### src/assert_macros.svh
// ---------------------------------------------------------------------------
// Assertion macros
// Shared concurrent assertion wrappers for the thermostat relay control.
// ---------------------------------------------------------------------------
`ifndef ASSERT_MACROS_SVH
`define ASSERT_MACROS_SVH

// Checked only while the block is out of reset.
`define TSRC_ASSERT(lbl, prop, msg) \
  lbl: assert property (@(posedge clk) disable iff (!rst_n) prop) else $error(msg);

// Checked at every clock edge, reset included.
`define TSRC_ASSERT_ALWAYS(lbl, prop, msg) \
  lbl: assert property (@(posedge clk) prop) else $error(msg);

`endif

### src/tsrc_pkg.sv
// ---------------------------------------------------------------------------
// Thermostat relay control package
// Payload types, register map, call codes and wiring mode codes.
// ---------------------------------------------------------------------------
package tsrc_pkg;

  localparam int unsigned CfgAddrW = 5;
  localparam int unsigned CfgDataW = 32;

  typedef enum logic [2:0] {
    REG_DAY_SETPOINT   = 3'd0,
    REG_NIGHT_SETPOINT = 3'd1,
    REG_DEAD_BAND      = 3'd2,
    REG_WIRING_MODE    = 3'd3,
    REG_TEMP_SOURCE    = 3'd4,
    REG_MODULE_ROLE    = 3'd5,
    REG_DAY_START      = 3'd6,
    REG_DAY_END        = 3'd7
  } reg_idx_t;

  typedef enum logic [1:0] {
    CALL_IDLE = 2'd0,
    CALL_COOL = 2'd1,
    CALL_HEAT = 2'd2
  } call_t;

  localparam logic [1:0] WIRING_CONV   = 2'd0;
  localparam logic [1:0] WIRING_MODE_O = 2'd1;
  localparam logic [1:0] WIRING_MODE_B = 2'd2;
  localparam logic [1:0] WIRING_UNUSED = 2'd3;

  localparam logic       SRC_REMOTE   = 1'b0;
  localparam logic       SRC_LOCAL    = 1'b1;
  localparam logic       ROLE_SLAVE   = 1'b0;
  localparam logic       ROLE_MASTER  = 1'b1;
  localparam logic       CMD_MASTER_SP = 1'b1;

  localparam logic signed [15:0] DaySetpointRst   = 16'sd250;
  localparam logic signed [15:0] NightSetpointRst = 16'sd250;
  localparam logic [7:0]         DeadBandRst      = 8'd10;
  localparam logic [12:0]        DayStartRst      = 13'd1792;
  localparam logic [12:0]        DayEndRst        = 13'd4864;

  localparam logic signed [15:0] LocalTempMin  = -16'sd20;
  localparam logic [32:0]        StageDelay    = 33'd300;
  localparam logic signed [16:0] StageTempTol  = 17'sd10;
  localparam logic [16:0]        SecPerHour    = 17'd3600;
  localparam logic [16:0]        SecPerMinute  = 17'd60;

  typedef struct packed {
    logic [4:0]         clock_hour;
    logic [5:0]         clock_minute;
    logic [5:0]         clock_second;
    logic [31:0]        run_seconds;
    logic signed [15:0] remote_temp;
    logic               remote_temp_valid;
    logic signed [15:0] local_temp;
    logic               command_enable;
    logic               command_type;
    logic signed [15:0] master_setpoint;
    logic               master_setpoint_valid;
    logic               link_connected;
  } tsrc_in_t;

  typedef struct packed {
    logic       relay_w;
    logic       relay_y;
    logic       relay_g;
    logic       relay_heat2;
    logic       relay_cool2;
    logic [1:0] call_state;
    logic [1:0] stage_now;
    logic       is_day;
  } tsrc_out_t;

endpackage

### src/thermostat_stage_relay_control.sv
// ---------------------------------------------------------------------------
// Thermostat stage relay control
// Two-stage heat/cool call with deadband, stage timing and relay wiring.
// ---------------------------------------------------------------------------
// Usage:
// Each transaction on the in_ channel is one control tick: time of day, the
// run-seconds count, temperatures, the master command and link status. For
// every tick the out_ channel delivers one transaction with the five relay
// drives, the reported call, the current stage and the day flag.
// A tick is registered in the input register on acceptance and evaluated
// from there against the held call, stage and mark state; its result is then
// written to the output register, and out_valid rises with that load.
// Throughput is one tick per cycle while the receiver does not stall; the only
// loop is the update of the call and stage state at the output register load.
// When the receiver stalls, one result waits in the output register and one
// more tick is held in the input register; in_stall rises only when both are
// full.
// Setpoints, deadband, wiring, source, role and the day window are written
// through the APB-style cfg_ port (register i at byte address 4*i). The user
// must write them only while no tick is in flight; the block does not enforce it.
// Synchronous reset clears both pipeline registers, sets the call to idle,
// the stage to 1, the marks to zero and all registers to their defaults.
// ---------------------------------------------------------------------------
`include "assert_macros.svh"

module thermostat_stage_relay_control
  import tsrc_pkg::*;
(
  input  logic                clk,
  input  logic                rst_n,
  input  logic                in_valid,
  output logic                in_stall,
  input  tsrc_in_t            in_data,
  output logic                out_valid,
  input  logic                out_stall,
  output tsrc_out_t           out_data,
  input  logic                psel,
  input  logic                penable,
  input  logic                pwrite,
  input  logic [CfgAddrW-1:0] paddr,
  input  logic [CfgDataW-1:0] pwdata,
  output logic [CfgDataW-1:0] prdata,
  output logic                pready
);

  logic signed [15:0] day_setpoint_r;
  logic signed [15:0] night_setpoint_r;
  logic [7:0]         dead_band_r;
  logic [1:0]         wiring_mode_r;
  logic               temp_source_r;
  logic               module_role_r;
  logic [12:0]        day_start_r;
  logic [12:0]        day_end_r;

  logic               s1_valid_r;
  tsrc_in_t           s1_data_r;
  logic               out_valid_r;
  tsrc_out_t          out_data_r;
  tsrc_out_t          out_data_nxt;

  call_t              last_call_r;
  call_t              last_call_nxt;
  logic [1:0]         stage_r;
  logic [1:0]         stage_nxt;
  logic [31:0]        mark_time_r;
  logic [31:0]        mark_time_nxt;
  logic signed [15:0] mark_temp_r;
  logic signed [15:0] mark_temp_nxt;

  logic               cfg_wr;
  reg_idx_t           cfg_idx;
  logic               out_load;

  logic [16:0]        now_sec;
  logic [16:0]        start_sec;
  logic [16:0]        end_sec;
  logic               day;
  logic               slave;
  logic               data_ok;
  logic               active;
  logic signed [15:0] temp;
  logic signed [15:0] point;
  logic signed [17:0] band_lo;
  logic signed [17:0] band_hi;
  call_t              call;
  logic               call_chg;
  logic [31:0]        eff_mark_time;
  logic signed [15:0] eff_mark_temp;
  logic signed [16:0] temp_diff;
  logic               stage_up;
  logic [4:0]         relays;

  assign pready  = 1'b1;
  assign cfg_wr  = psel && penable && pwrite && pready;
  assign cfg_idx = reg_idx_t'(paddr[CfgAddrW-1:2]);

  always_ff @(posedge clk) begin
    if (!rst_n) begin
      day_setpoint_r   <= DaySetpointRst;
      night_setpoint_r <= NightSetpointRst;
      dead_band_r      <= DeadBandRst;
      wiring_mode_r    <= WIRING_CONV;
      temp_source_r    <= SRC_REMOTE;
      module_role_r    <= ROLE_SLAVE;
      day_start_r      <= DayStartRst;
      day_end_r        <= DayEndRst;
    end else if (cfg_wr) begin
      case (cfg_idx)
        REG_DAY_SETPOINT:   day_setpoint_r   <= pwdata[15:0];
        REG_NIGHT_SETPOINT: night_setpoint_r <= pwdata[15:0];
        REG_DEAD_BAND:      dead_band_r      <= pwdata[7:0];
        REG_WIRING_MODE:    wiring_mode_r    <= pwdata[1:0];
        REG_TEMP_SOURCE:    temp_source_r    <= pwdata[0];
        REG_MODULE_ROLE:    module_role_r    <= pwdata[0];
        REG_DAY_START:      day_start_r      <= pwdata[12:0];
        REG_DAY_END:        day_end_r        <= pwdata[12:0];
        default: ;
      endcase
    end
  end

  always_comb begin
    case (cfg_idx)
      REG_DAY_SETPOINT:   prdata = CfgDataW'(signed'(day_setpoint_r));
      REG_NIGHT_SETPOINT: prdata = CfgDataW'(signed'(night_setpoint_r));
      REG_DEAD_BAND:      prdata = CfgDataW'(dead_band_r);
      REG_WIRING_MODE:    prdata = CfgDataW'(wiring_mode_r);
      REG_TEMP_SOURCE:    prdata = CfgDataW'(temp_source_r);
      REG_MODULE_ROLE:    prdata = CfgDataW'(module_role_r);
      REG_DAY_START:      prdata = CfgDataW'(day_start_r);
      REG_DAY_END:        prdata = CfgDataW'(day_end_r);
      default:            prdata = '0;
    endcase
  end

  assign out_load = s1_valid_r && (!out_valid_r || !out_stall);
  assign in_stall = s1_valid_r && !out_load;

  always_ff @(posedge clk) begin
    if (!rst_n) begin
      s1_valid_r  <= 1'b0;
      out_valid_r <= 1'b0;
    end else begin
      if (!in_stall) begin
        s1_valid_r <= in_valid;
      end
      if (out_load) begin
        out_valid_r <= 1'b1;
      end else if (!out_stall) begin
        out_valid_r <= 1'b0;
      end
    end
  end

  always_ff @(posedge clk) begin
    if (!in_stall && in_valid) begin
      s1_data_r <= in_data;
    end
    if (out_load) begin
      out_data_r <= out_data_nxt;
    end
  end

  assign out_valid = out_valid_r;
  assign out_data  = out_data_r;

  assign now_sec   = 17'(s1_data_r.clock_hour) * SecPerHour
                   + 17'(s1_data_r.clock_minute) * SecPerMinute
                   + 17'(s1_data_r.clock_second);
  assign start_sec = 17'(day_start_r[12:8]) * SecPerHour + 17'(day_start_r[7:0]) * SecPerMinute;
  assign end_sec   = 17'(day_end_r[12:8]) * SecPerHour + 17'(day_end_r[7:0]) * SecPerMinute;

  always_comb begin
    if (end_sec > start_sec) begin
      day = (now_sec > start_sec) && (now_sec <= end_sec);
    end else begin
      day = !((now_sec > start_sec) || (now_sec <= end_sec));
    end
  end

  assign slave = (module_role_r == ROLE_SLAVE);

  always_comb begin
    data_ok = 1'b1;
    if (temp_source_r == SRC_REMOTE) begin
      temp = s1_data_r.remote_temp;
      if (!s1_data_r.remote_temp_valid) data_ok = 1'b0;
    end else begin
      temp = s1_data_r.local_temp;
      if (s1_data_r.local_temp <= LocalTempMin) data_ok = 1'b0;
    end
    if (slave && s1_data_r.command_type == CMD_MASTER_SP) begin
      point = s1_data_r.master_setpoint;
      if (!s1_data_r.master_setpoint_valid) data_ok = 1'b0;
    end else begin
      point = day ? day_setpoint_r : night_setpoint_r;
    end
  end

  assign active  = data_ok && !(slave && !s1_data_r.command_enable);
  assign band_hi = 18'(point) + signed'({10'd0, dead_band_r});
  assign band_lo = (18'(point) > signed'({10'd0, dead_band_r}))
                 ? 18'(point) - signed'({10'd0, dead_band_r}) : 18'sd0;

  always_comb begin
    if (18'(temp) > band_hi) begin
      call = CALL_COOL;
    end else if (18'(temp) < band_lo) begin
      call = CALL_HEAT;
    end else begin
      call = CALL_IDLE;
    end
  end

  assign call_chg      = (call != last_call_r);
  assign eff_mark_time = call_chg ? s1_data_r.run_seconds : mark_time_r;
  assign eff_mark_temp = call_chg ? temp : mark_temp_r;
  assign temp_diff     = 17'(temp) - 17'(eff_mark_temp);
  assign stage_up      = ({1'b0, s1_data_r.run_seconds} > ({1'b0, eff_mark_time} + StageDelay))
                      && (temp_diff >= -StageTempTol) && (temp_diff <= StageTempTol);

  always_comb begin
    last_call_nxt = last_call_r;
    stage_nxt     = stage_r;
    mark_time_nxt = mark_time_r;
    mark_temp_nxt = mark_temp_r;
    if (active) begin
      last_call_nxt = call;
      mark_time_nxt = eff_mark_time;
      mark_temp_nxt = eff_mark_temp;
      if (stage_up) begin
        stage_nxt = 2'd2;
      end else if (call_chg) begin
        stage_nxt = 2'd1;
      end
    end
  end

  always_comb begin
    relays = '0;
    if (wiring_mode_r != WIRING_UNUSED) begin
      case (call)
        CALL_COOL: begin
          relays[1] = 1'b1;
          relays[2] = 1'b1;
          relays[0] = (wiring_mode_r == WIRING_MODE_O);
          relays[4] = (stage_nxt == 2'd2);
        end
        CALL_HEAT: begin
          relays[2] = 1'b1;
          relays[0] = (wiring_mode_r == WIRING_CONV) || (wiring_mode_r == WIRING_MODE_B);
          relays[1] = (wiring_mode_r == WIRING_MODE_O) || (wiring_mode_r == WIRING_MODE_B);
          relays[3] = (stage_nxt == 2'd2);
        end
        default: relays = '0;
      endcase
    end
  end

  always_comb begin
    out_data_nxt            = '0;
    out_data_nxt.stage_now  = stage_nxt;
    out_data_nxt.is_day     = day;
    if (active && !(slave && !s1_data_r.link_connected)) begin
      out_data_nxt.call_state  = call;
      out_data_nxt.relay_w     = relays[0];
      out_data_nxt.relay_y     = relays[1];
      out_data_nxt.relay_g     = relays[2];
      out_data_nxt.relay_heat2 = relays[3];
      out_data_nxt.relay_cool2 = relays[4];
    end
  end

  always_ff @(posedge clk) begin
    if (!rst_n) begin
      last_call_r <= CALL_IDLE;
      stage_r     <= 2'd1;
      mark_time_r <= '0;
      mark_temp_r <= '0;
    end else if (out_load) begin
      last_call_r <= last_call_nxt;
      stage_r     <= stage_nxt;
      mark_time_r <= mark_time_nxt;
      mark_temp_r <= mark_temp_nxt;
    end
  end

  `TSRC_ASSERT(a_stage_range, stage_r == 2'd1 || stage_r == 2'd2, "stage out of range")
  `TSRC_ASSERT(a_call_change_restarts, out_load && active && call_chg |=> stage_r == 2'd1 && mark_time_r == $past(s1_data_r.run_seconds), "call change did not restart stage")
  `TSRC_ASSERT(a_fan_needs_call, out_valid_r && out_data_r.relay_g |-> out_data_r.call_state != CALL_IDLE, "fan on with idle call")
  `TSRC_ASSERT_ALWAYS(a_reset_empty, !rst_n |=> !s1_valid_r && !out_valid_r, "pipeline not empty after reset")

endmodule

### config.mk
export PLATFORM = sky130hd
export DESIGN_NAME = thermostat_stage_relay_control
export DESIGN_NICKNAME = d
export VERILOG_FILES = /design/src/tsrc_pkg.sv /design/src/thermostat_stage_relay_control.sv
export VERILOG_INCLUDE_DIRS = /design/src /design/src/src
export SDC_FILE = /design/constraint.sdc
export NUM_CORES = 1
export LEC_CHECK = 0
export ABC_CLOCK_PERIOD_IN_PS = 32100
export BUFFER_PORTS_ARGS = -buffer_cell sky130_fd_sc_hd__buf_2
export CAP_MARGIN = 20
export CELL_PAD_IN_SITES_DETAIL_PLACEMENT = 1
export CELL_PAD_IN_SITES_GLOBAL_PLACEMENT = 1
export CORE_ASPECT_RATIO = 1.25
export CORE_UTILIZATION = 51
export CTS_CLUSTER_DIAMETER = 120
export DETAILED_ROUTE_END_ITERATION = 8
export PLACE_DENSITY_LB_ADDON = 0.1
export SLEW_MARGIN = 0
export SYNTH_ARGS = -nofsm -noshare
export SYNTH_HDL_FRONTEND = slang
export SYNTH_SLANG_ARGS = --single-unit
### constraint.sdc
create_clock -name clk -period 32.1 [get_ports clk]
set_input_delay 1.605 -clock clk [delete_from_list [all_inputs] [get_ports clk]]
set_output_delay 1.605 -clock clk [all_outputs]
set_load 0.005 [all_outputs]
==> results <==
- The tree built by TritonCTS fans out to 236 sinks.
- The peak supply drop is 44.0 uV.
- The async set or reset register ratio after synthesis is 0.
- The sum of routed wire length over all layers is 61,300 um.
- The detailed-route DRC error count is 0.
- In the global route stage, met3 resource usage came out at 0.0374.
- Cell internal power was estimated by the tool at 0.758 mW.
- The type of the most critical hold path is reg -> reg.
- In the global route stage, met1 resource usage came out at 0.363.
- The vertical die dimension is 228 um.
- The H-tree depth reported by CTS is 1.
- The most crowded layer after global routing is met2.
- The setup slack on the worst flop-to-flop path is 11.68 ns.
- The total count of hold-check failures in the final report is 0.
- The highest achievable clock rate is 49.0 MHz.
- The required time at the worst-slack endpoint is 32.40 ns.
- The mean area per synthesized cell is 8.88 um2.
- The initial antenna violation count is 2.
- The top cell types in the final layout, fill and taps aside, are sky130_fd_sc_hd__nand2_1 (311), sky130_fd_sc_hd__ha_1 (280), sky130_fd_sc_hd__inv_1 (188), sky130_fd_sc_hd__buf_2 (170), sky130_fd_sc_hd__dfxtp_1 (124).
- Setup violations remaining at the end of the flow were counted as 0.
- The post-route clock skew is 0.0376 ns.
- The critical path ends at out_data[5]$_SDFFCE_PN0P_.
- The number of distinct library cells after synthesis is 94.
- The CTS tree is yes.
- The share of total power dissipated in sequential elements is 0.268.
- After technology mapping, the gate count stands at 2,350.
- The overall routing resource usage is 0.294.
- Setup repair after global routing left no endpoint under its margin.
- The number of cell instances on the worst register-to-register path is 86.
- The number of nets in the layout is 2,946.
- The first routing iteration left 946 violations.
- The kind of start point of the critical path is a flip-flop.
- The Yosys warning count is 0.
- The number of gates resized after CTS was 0.
- The wire length of the first global-routing pass is 97,800 um.
- The final critical-path share of the clock period is 0.636.
- The cell that appears most often on the critical path is sky130_fd_sc_hd__a21o_1.
- In the final layout, flip-flops and latches occupy 5850 um2.
- Leaving out fill and tap cells, the most frequent cell in the layout is sky130_fd_sc_hd__nand2_1.
- The total of max-cap violations is 0.
- Across all setup checks in the final design, the least slack found is 11.68 ns.
- The start point of the critical path is s1_data_r[91]$_DFFE_PP_.
- The dominant synthesized flop cell is sky130_fd_sc_hd__dfxtp_1.
- The count of nets left with antenna violations once routing finished came out at 0.
- The effective utilization at floorplan is 0.519.
- CTS placed an instance of sky130_fd_sc_hd__clkbuf_16 at the clock tree root.
- The area share of and/or/nand/nor cells after synthesis is 0.167.
- The number of flops mapped to enable cells by yosys is 112.
- In this run the standard cell core region covers 40,200 um2.
- The flow ran to the end, and the final reports show no timing, DRC or antenna violations.
- The number of max-slew violations in the final report was 0.
- The kind of end point of the critical path is a flip-flop.
- The area fraction in compound gates after synthesis was 0.174.
- The quantity of I/O buffers inserted on ports is 171.
- In the final routed layout, each cell accounts on average for 20.2 um.
- The critical path start-end classification is reg -> reg.
- For this block, the via count after detailed routing is 17,800.
- Of the total synthesized cell area, the portion taken by full adders, half adders and majority gates is 0.218.
- Of the post-synthesis cell area, the part taken by muxes is 0.0496.
- The power density relative to cell area is 54.9 nW/um2.
- The area share of the leading cell type in the synthesized netlist is 0.168.
- The number of vias per cell is 5.88.
- In this run the worst path has a maximum fanout of 15.
- The data arrival time at the worst-slack endpoint is 20.72 ns.
- The longest clock path from root to sink contains 3 buffers.
- Detailed placement finished with a half-perimeter wire length of 47,900 um.
- The clock transition at the registers of the reported paths is 0.06 ns.
- In this design, the stage delay of the slowest critical-path cell is 0.82 ns.
- The relative slew slack is 0.262.
- The die covers 41,700 um2.
- Clock latency on the worst-skew pair, taken at its later pin, is 0.59 ns.
- The proportion of total power due to net switching is 0.400.
- The post-synthesis to final-layout area growth is 10.2%.
- By area, the combinational part of the netlist is dominated by adder cells.
- The origin of the critical flop-to-flop path is s1_data_r[91]$_DFFE_PP_.
- The standard cell with the maximum stage delay on the critical path is sky130_fd_sc_hd__a31oi_1.
- The via count of the first global-routing pass was 18,900.
- The end of the worst register-to-register path is out_data[5]$_SDFFCE_PN0P_.
- The share of total power in the clock network is 0.249.
- The synthesized-area fraction occupied by xor and xnor cells is 0.0557.
- Of the total power, combinational logic draws 0.483.
- After synthesis the netlist holds a flip-flop and latch count of 236.
- The slew at the pin closest to its max-slew limit is 1.10 ns.
- In this run the static leakage power is 10.3 nW.
- The horizontal die dimension is 183 um.
- The multi-input combinational cells in the finished layout cover a total of 13,900 um2.
- Of the synthesized area, sequential elements account for 0.280.
- The maximum number of pins on one net before global-route repair is 82.
- The final weighted congestion of routability-driven global placement is 0.908.
- Once the clock tree was built, the setup fixing pass inserted 0 buffers.
- For this design, the CTS-stage hold fixing added 0 buffers.
- The final global-route overflow total is 0.
- In the final layout, the share of cells above drive strength 1 is 0.115.
- The net load switching power is 0.505 mW.
- The mapped netlist covers 20,900 um2.
- By area the synthesized netlist is led by sky130_fd_sc_hd__ha_1 (17%), sky130_fd_sc_hd__edfxtp_1 (16%), sky130_fd_sc_hd__dfxtp_1 (12%).
- The filler cells instantiated in the layout total 4,794.
- The worst slack after detailed placement is 11.75 ns.
- The number of I/O pins is 191.
- The floorplan has 82 rows.
- Setup total negative slack on the finished layout was measured at 0 ns.
- The cell accounting for the most synthesized area is sky130_fd_sc_hd__ha_1.
- The shortest period the worst path allows is 20.42 ns.
- The first-pass detailed-route iteration total is 5.
- The global routing usage on met2 is 0.514.
- Buffers inserted during clock tree synthesis total 27.
-- critical path, delay by kind of cell (launching register included) --
| kind | cells | cell delay [ns] |
|---|---|---|
| AOI/OAI and AO/OA | 47 | 10.11 |
| and+or+nand+nor | 21 | 4.10 |
| adders and majority gates | 10 | 3.97 |
| muxes | 3 | 0.83 |
| DFF | 1 | 0.50 |
| buffers and inverters | 4 | 0.44 |
| xor gates and xnor gates | 1 | 0.18 |
-- final cells by class --
type                            instances  area share
Clock buffer                           36      0.0331
Timing Repair Buffer                  186      0.0433
Inverter                              188      0.0307
Multi-Input combinational cell       1829       0.604
Sequential cell                       236       0.254
Tap cell                              546      0.0297
Antenna cell                            2    0.000218
Clock inverter                         11     0.00522
-- kinds of logic (layout without fill, tap and decap cells) --
group	count (synthesis)	count (layout)
buffers and inverters	286	421
AND/OR/NAND/NOR	730	730
adder cells (fa/ha/maj)	332	332
multiplexers	101	101
flip-flops	236	236
AO/OA/AOI/OAI	532	532
other	1	4
XOR/XNOR	132	132
-- flip-flops by register name, summed over array words and instances (netlist names), 8 cells and up --
name and flops:
out_data 10, day_start_r 13, night_setpoint_r 16, day_end_r 13, mark_temp_r 16, mark_time_r 32, day_setpoint_r 16, dead_band_r 8
s1_data_r 102
-- how the worst min path moves through the flow --
stage | endpoint | cells after the start | startpoint | slack (ns)
2_1_floorplan | stage_r[0]$_SDFFE_PN1P_ | 2 | stage_r[0]$_SDFFE_PN1P_ | 0.43
6_report | stage_r[0]$_SDFFE_PN1P_ | 2 | stage_r[0]$_SDFFE_PN1P_ | 0.47
3_3_place_gp | stage_r[0]$_SDFFE_PN1P_ | 2 | stage_r[0]$_SDFFE_PN1P_ | 0.45
4_1_cts | stage_r[0]$_SDFFE_PN1P_ | 2 | stage_r[0]$_SDFFE_PN1P_ | 0.47
3_5_place_dp | stage_r[0]$_SDFFE_PN1P_ | 2 | stage_r[0]$_SDFFE_PN1P_ | 0.46
5_1_grt | stage_r[0]$_SDFFE_PN1P_ | 2 | stage_r[0]$_SDFFE_PN1P_ | 0.50
-- cell usage after synthesis (all sizes together), types with 4 or more instances --
library cell	instances
a31o	4
nor3b	4
xnor2	88
nand2b	25
a2111oi	6
nand2	312
mux2	19
xor2	44
a31oi	14
nor4b	7
and3	26
nor2b	38
mux2i	82
a21o	47
clkbuf	63
buf	35
nand4	29
nor4	13
ha	280
a21boi	73
dfxtp	124
o21ai	126
o22ai	11
o211ai	16
o31ai	6
edfxtp	112
a211oi	10
nor3	25
inv	188
fa	52
and4	5
or2	8
nand3	65
o21bai	28
a22oi	8
o21a	16
nor2	117
a21oi	113
o211a	10
or3	7
a311oi	6
a221oi	8
and2	33
-- stage by stage --
| step | hold WS (ns) | total power [mW] | std cells | instance area, um2 | utilization |
|---|---|---|---|---|---|
| after floorplan | 0.433 | 0.789 | 2351 | 20900 | - |
| after global placement | 0.446 | 0.913 | 2983 | 22100 | 0.549 |
| after detailed placement | 0.461 | 0.943 | 2983 | 22100 | 0.549 |
| after CTS | 0.469 | 1.27 | 3030 | 23000 | 0.571 |
| after global routing | 0.502 | 1.35 | 3032 | 23000 | 0.572 |
| final | 0.465 | 1.26 | 3034 | 23000 | 0.572 |
-- power by group through the flow --
| stage | sequential, mW | clock, mW | combinational (mW) |
|---|---|---|---|
| after floorplan | 0.341 | 0 | 0.448 |
| after global placement | 0.344 | 0 | 0.568 |
| after detailed placement | 0.345 | 0 | 0.598 |
| after CTS | 0.338 | 0.321 | 0.607 |
| after global routing | 0.340 | 0.332 | 0.676 |
| final | 0.339 | 0.315 | 0.609 |
-- routing by layer --
layer	up-vias	wire, um
li1	8511	-
met1	8733	26300
met2	446	29800
met3	136	2800
met4	2	2360
met5	-	11
No activity file was read; power rests on OpenSTA's default activity.
